$ cat config.mk
export PLATFORM = sky130hd
export DESIGN_NAME = bfeit_eval
export DESIGN_NICKNAME = d
export VERILOG_FILES = /design/src/sv/best_fit_extent_index_table_unit_assert.svh /design/src/sv/bfeit_pkg.sv /design/src/sv/bfeit_eval.sv
export SDC_FILE = /design/constraint.sdc
export NUM_CORES = 1
export LEC_CHECK = 0
export ABC_AREA = 0
export BUFFER_PORTS_ARGS = -buffer_cell sky130_fd_sc_hd__buf_4
export CAP_MARGIN = 20
export CORE_ASPECT_RATIO = 2
export CORE_MARGIN = 8
export CORE_UTILIZATION = 40
export DETAILED_ROUTE_END_ITERATION = 8
export GPL_TIMING_DRIVEN = 0
export PLACE_DENSITY = 0.93
export SLEW_MARGIN = 20
export SYNTH_ARGS = -nofsm -noshare
export SYNTH_HDL_FRONTEND = slang
export SYNTH_SLANG_ARGS = --single-unit
$ cat constraint.sdc
create_clock -name vclk -period 4.3
set_clock_uncertainty 0.2 [all_clocks]
set_input_delay 0.43 -clock vclk [all_inputs]
set_output_delay 0.43 -clock vclk [all_outputs]
set_load 0.05 [all_outputs]
$ cat src/sv/best_fit_extent_index_table_unit_assert.svh
// Assertion macros shared by the extent index table RTL.
`ifndef BEST_FIT_EXTENT_INDEX_TABLE_UNIT_ASSERT_SVH
`define BEST_FIT_EXTENT_INDEX_TABLE_UNIT_ASSERT_SVH

// Same-cycle implication, checked outside reset.
`define BFEIT_ASSERT_IMPLIES(label, clk, rst_n, ante, cons) \
  label: assert property (@(posedge clk) disable iff (!(rst_n)) (ante) |-> (cons)) \
    else $error("extent table assertion failed");

// Next-cycle implication, checked outside reset.
`define BFEIT_ASSERT_NEXT(label, clk, rst_n, ante, cons) \
  label: assert property (@(posedge clk) disable iff (!(rst_n)) (ante) |=> (cons)) \
    else $error("extent table assertion failed");

`endif

$ cat src/sv/bfeit_pkg.sv
// Types and constants shared by the extent index table modules.
`default_nettype none

package bfeit_pkg;

  localparam int unsigned KEY_W  = 32;
  localparam int unsigned KIND_W = 8;
  localparam int unsigned OFF_W  = 32;
  localparam int unsigned LEN_W  = 32;
  localparam int unsigned SLOT_W = 8;

  localparam logic [OFF_W-1:0] START_OFFSET_RESET = 32'd16;

  typedef enum logic [1:0] {
    ACT_LOOKUP     = 2'd0,
    ACT_STORE      = 2'd1,
    ACT_ERASE      = 2'd2,
    ACT_DELETE_ALL = 2'd3
  } act_e;

  typedef enum logic [1:0] {
    STAT_OK       = 2'd0,
    STAT_MISS     = 2'd1,
    STAT_FULL     = 2'd2,
    STAT_ZERO_KEY = 2'd3
  } status_e;

  typedef enum logic [1:0] {
    MODE_MATCH = 2'd0,
    MODE_KEY   = 2'd1,
    MODE_FIT   = 2'd2
  } eval_mode_e;

  typedef struct packed {
    logic [KEY_W-1:0]  key;
    logic [KIND_W-1:0] kind;
    logic [OFF_W-1:0]  offset;
    logic [LEN_W-1:0]  length;
  } entry_t;

  typedef struct packed {
    logic             hit;
    logic             exact;
    logic [LEN_W-1:0] spare;
  } eval_t;

endpackage

`default_nettype wire

$ cat src/sv/bfeit_eval.sv
// Shared entry evaluation unit: key/kind match and best-fit spare compare.
`default_nettype none

module bfeit_eval import bfeit_pkg::*; (
  input  wire eval_mode_e         mode_i,
  input  wire entry_t             entry_i,
  input  wire logic [KEY_W-1:0]   key_i,
  input  wire logic [KIND_W-1:0]  kind_i,
  input  wire logic [LEN_W-1:0]   size_i,
  input  wire logic               have_best_i,
  input  wire logic [LEN_W-1:0]   best_spare_i,
  output eval_t                   result_o
);

  logic [LEN_W:0] diff;
  logic           key_eq;
  logic           kind_eq;
  logic           fits;
  logic           better;

  assign diff    = {1'b0, entry_i.length} - {1'b0, size_i};
  assign key_eq  = (entry_i.key == key_i);
  assign kind_eq = (entry_i.kind == kind_i);
  assign fits    = ~diff[LEN_W];
  assign better  = ~have_best_i || (diff[LEN_W-1:0] < best_spare_i);

  always_comb begin
    result_o.spare = diff[LEN_W-1:0];
    result_o.exact = (diff == '0);
    case (mode_i)
      MODE_MATCH: result_o.hit = key_eq && kind_eq;
      MODE_KEY:   result_o.hit = key_eq;
      MODE_FIT:   result_o.hit = (entry_i.key == '0) && fits && better;
      default:    result_o.hit = 1'b0;
    endcase
  end

endmodule

`default_nettype wire

== Yosys cells after proc, flatten, opt, wreduce, memory -nomap -nowiden ==
Cells that the tools add are included.
Cells by class
  equality and inequality tests: 4
  magnitude comparators: 1
  mux-type cells: 1
  add/sub/neg operators: 1
  reductions and logical operators: 7
  bitwise operators: 2
Operators with widths (number)
  logical NOT 33 bit: 1
  subtractor 32 x 32 -> 33 bit: 1
  equality test 32 bit: 1
  logical NOT 32 bit: 1
  less-than comparator 32 bit: 1
  equality test 8 bit: 1
  logical AND 1 bit: 3
  case mux 1 bit (3 select lines): 1
  equality test 2 x 1 -> 1 bit, second input constant: 1
  equality test 2 bit, second input constant: 1
  logical NOT 2 bit: 1
  NOT 1 bit: 2
  logical OR 1 bit: 1
Storage, ports and cells
  register bits: 0
  input port bits: 211

== Longest topological paths before layout ==
  depth after elaboration: 5
  depth in mapped cells: 19
  gate-level depth less buffers: 19

== Least setup slack after synthesis ==
No wires, ideal clock.
  path kind: input to output
  from: in entry_i[0] (netlist name)
  to: out result_o[33] (netlist name)
  data required time: 3.670 ns
  slack: -2.093 ns
  data arrival time: 5.763 ns
  path buffers: 0
  stages on the path: 17
  path through: inv_1 > ha_1 > fa_1 > and2b_1 > o2111ai_2 > a211oi_4 > nor4_1 > nor3b_1 > ha_1 > a21o_1 > a21oi_1 > nor2_1 > a211oi_1 > nor3_1 > nor4b_1 > a32oi_1 > o21ai_0
RTL lines
  start, declared: line bfeit_eval.sv:6  | input wire entry_t entry_i,
  end, declared: line bfeit_eval.sv:12  | output eval_t result_o

==> impl_metrics.env <==
export IMPL_track_usage=0.272
export IMPL_routed_wl_um=18100
export IMPL_yosysTopAreaCell="ha_1"
export IMPL_cp_required_ns=3.67
export IMPL_clkbuf_count=0
export IMPL_p_comb_frac=1.000
export IMPL_critPathMaxFanout=3
export IMPL_fin_ws_ns=-0.559
export IMPL_die_y_um=148
export IMPL_power_frac_clock=0
export IMPL_crit_type="in2out"
export IMPL_p_leak_nw=3.08
export IMPL_drc_errors=0
export IMPL_synth_cells=486
export IMPL_cp_cell_sequence="buf_4 > ha_1 > a21oi_1 > o211ai_1 > a221oi_2 > a31oi_4 > buf_4 > a21oi_2 > xnor2_2 > ha_1 > nand4_1 > nor2_1 > a211oi_2 > nor3_1 > nor4b_4 > a32oi_2 > o21ai_4 > buf_8"
export IMPL_fin_nets=1015
export IMPL_fp_dieW_um=81.8
export IMPL_place_area_sq_um=5440
export IMPL_netlist_top_cells_count="inv_1, ha_1, xnor2_1, a21oi_1, nand2_1"
export IMPL_floorplan_core_area_sq_um=8530
export IMPL_synth_area_sq_um=3460
export IMPL_crit_family="compound AO/OA/AOI/OAI gates"
export IMPL_rsz0062_at_grt="yes"
export IMPL_run_status="finished, violations left"
export IMPL_drive_above_1_share=0.488
export IMPL_vdd_drop_max_uv=172
export IMPL_violations="setup timing"
export IMPL_p_int_mw=0.566
export IMPL_firstDrtPassIters=5
export IMPL_power_density_nw_per_um2=216
export IMPL_routed_via_density=6.01
export IMPL_ys_warn_count=0
export IMPL_max_freq_ghz=0.206
export IMPL_swShare=0.580
export IMPL_setup_tns_ns=-0.698
export IMPL_start_util=0.406
export IMPL_max_slew_worst_pin_slew_ns=0.562
export IMPL_setup_viol=2
export IMPL_synth_nets=761
export IMPL_yosysTopAreaCellShare=0.228
export IMPL_syn_avg_cell_area_sq_um=7.13
export IMPL_dr_first_iter_drc_count=248
export IMPL_drtAntennaViolNets=0
export IMPL_synth_cell_type_count=68
export IMPL_dp_final_hpwl_um=13700
export IMPL_slowest_delay_ns=0.37
export IMPL_area_growth_pct=80.1
export IMPL_fin_crit_ns=4.86
export IMPL_drv_cap=0
export IMPL_antenna_found_initial=0
export IMPL_flops_and_latches=0
export IMPL_finalMaxSlewViolations=0
export IMPL_gp_congestion=0.982
export IMPL_diodes=0
export IMPL_fillCellCount=600
export IMPL_slew_headroom=0.621
export IMPL_ys_seq_area_frac=0
export IMPL_min_path_type="in2out"
export IMPL_synth_area_leaders="ha_1, xnor2_1, inv_1"
export IMPL_postCtsHoldBufs=0
export IMPL_rows=48
export IMPL_switchingPower_mw=0.781
export IMPL_numPortBuffers=213
export IMPL_grt_pass1_wl_um=26600
export IMPL_critPathArrivalTime_ns=4.23
export IMPL_startpoint_type="input pin"
export IMPL_cpMaxStageDelayCell="a221oi_2"
export IMPL_grt_start_max_net_pins=11
export IMPL_path_buf_inv=3
export IMPL_dieArea_sq_um=12100
export IMPL_holdWs_ns=1.08
export IMPL_grt_overflow_total=0
export IMPL_routedWlPerCell_um=21.6
export IMPL_io_pins=245
export IMPL_power_frac_seq=0
export IMPL_synth_most_common_cell="inv_1"
export IMPL_end_kind="output pin"
export IMPL_grt_pass1_vias=5398
export IMPL_period_share=1.13
export IMPL_seq_area_sq_um=0
export IMPL_final_area_sq_um=6240
export IMPL_via_count=5038
export IMPL_multiInputGateArea_sq_um=3790
export IMPL_fin_util=0.732
export IMPL_hold_viol=0
## layout make-up
type	instances	area share
inverter	76	0.0469
tap	100	0.0201
multi-input combinational	400	0.607
timing repair buffer	255	0.314
buffer	7	0.0114
## worst min-delay path, delay by kind of cell
family | cells | cell delay, ns
fa+ha+maj | 1 | 0.12
buf+inv | 3 | 0.30
## through the flow
| stage | instances | total power [mW] | worst slack (ns) |
|---|---|---|---|
| detailed placement | 799 | 1.12 | -1.28 |
| finish | 838 | 1.35 | -0.559 |
| global placement | 799 | 1.09 | -1.22 |
| floorplan | 486 | 0.738 | -0.466 |
| CTS | 824 | 1.22 | -0.374 |
| global route | 838 | 1.43 | -0.795 |
## worst paths after layout
check / end / slack (ns) / start / depth (start not counted)
worst max-delay path: result_o[33] / -0.56 / entry_i[18] / 18
worst min-delay path: result_o[0] / 1.08 / size_i[0] / 4
## power groups by stage
| stage | logic [mW] | clock network [mW] | registers [mW] |
|---|---|---|---|
| after detailed placement | 1.12 | 0 | 0 |
| final | 1.35 | 0 | 0 |
| after floorplan | 0.738 | 0 | 0 |
| after global placement | 1.09 | 0 | 0 |
| after CTS | 1.22 | 0 | 0 |
| after global routing | 1.43 | 0 | 0 |
## layout by cell type (no fill, tap or decap), drive strengths merged, types with 16 or more instances in the layout
cell	instances
a21oi	37
nor4	16
inv	76
nand4	21
xnor2	45
buf	261
nor2	25
o21ai	20
nand2	28
ha	63
a21o	18
## cell families after synthesis
logic type,count (synthesis),synth area share
mux,2,0.00614
buf+inv,86,0.0990
xor+xnor,60,0.152
fa+ha+maj,64,0.233
simple gates,144,0.230
compound gates,130,0.280
## routing by layer
layer,share of wire,GRT usage
met1,0.31,0.248
met2,0.54,0.513
met3,0.092,0.0614
met4,0.064,0.153
met5,0,0.00474
## repair_timing
action                                  CTS  global route
gates resized for setup                  63            32
endpoints found under the setup margin    2             2
setup buffers                            28            14
cloned                                    0             0
hold endpoints to repair                  0             0
pin swaps                                47            31
(Power assumes the default switching activity.)
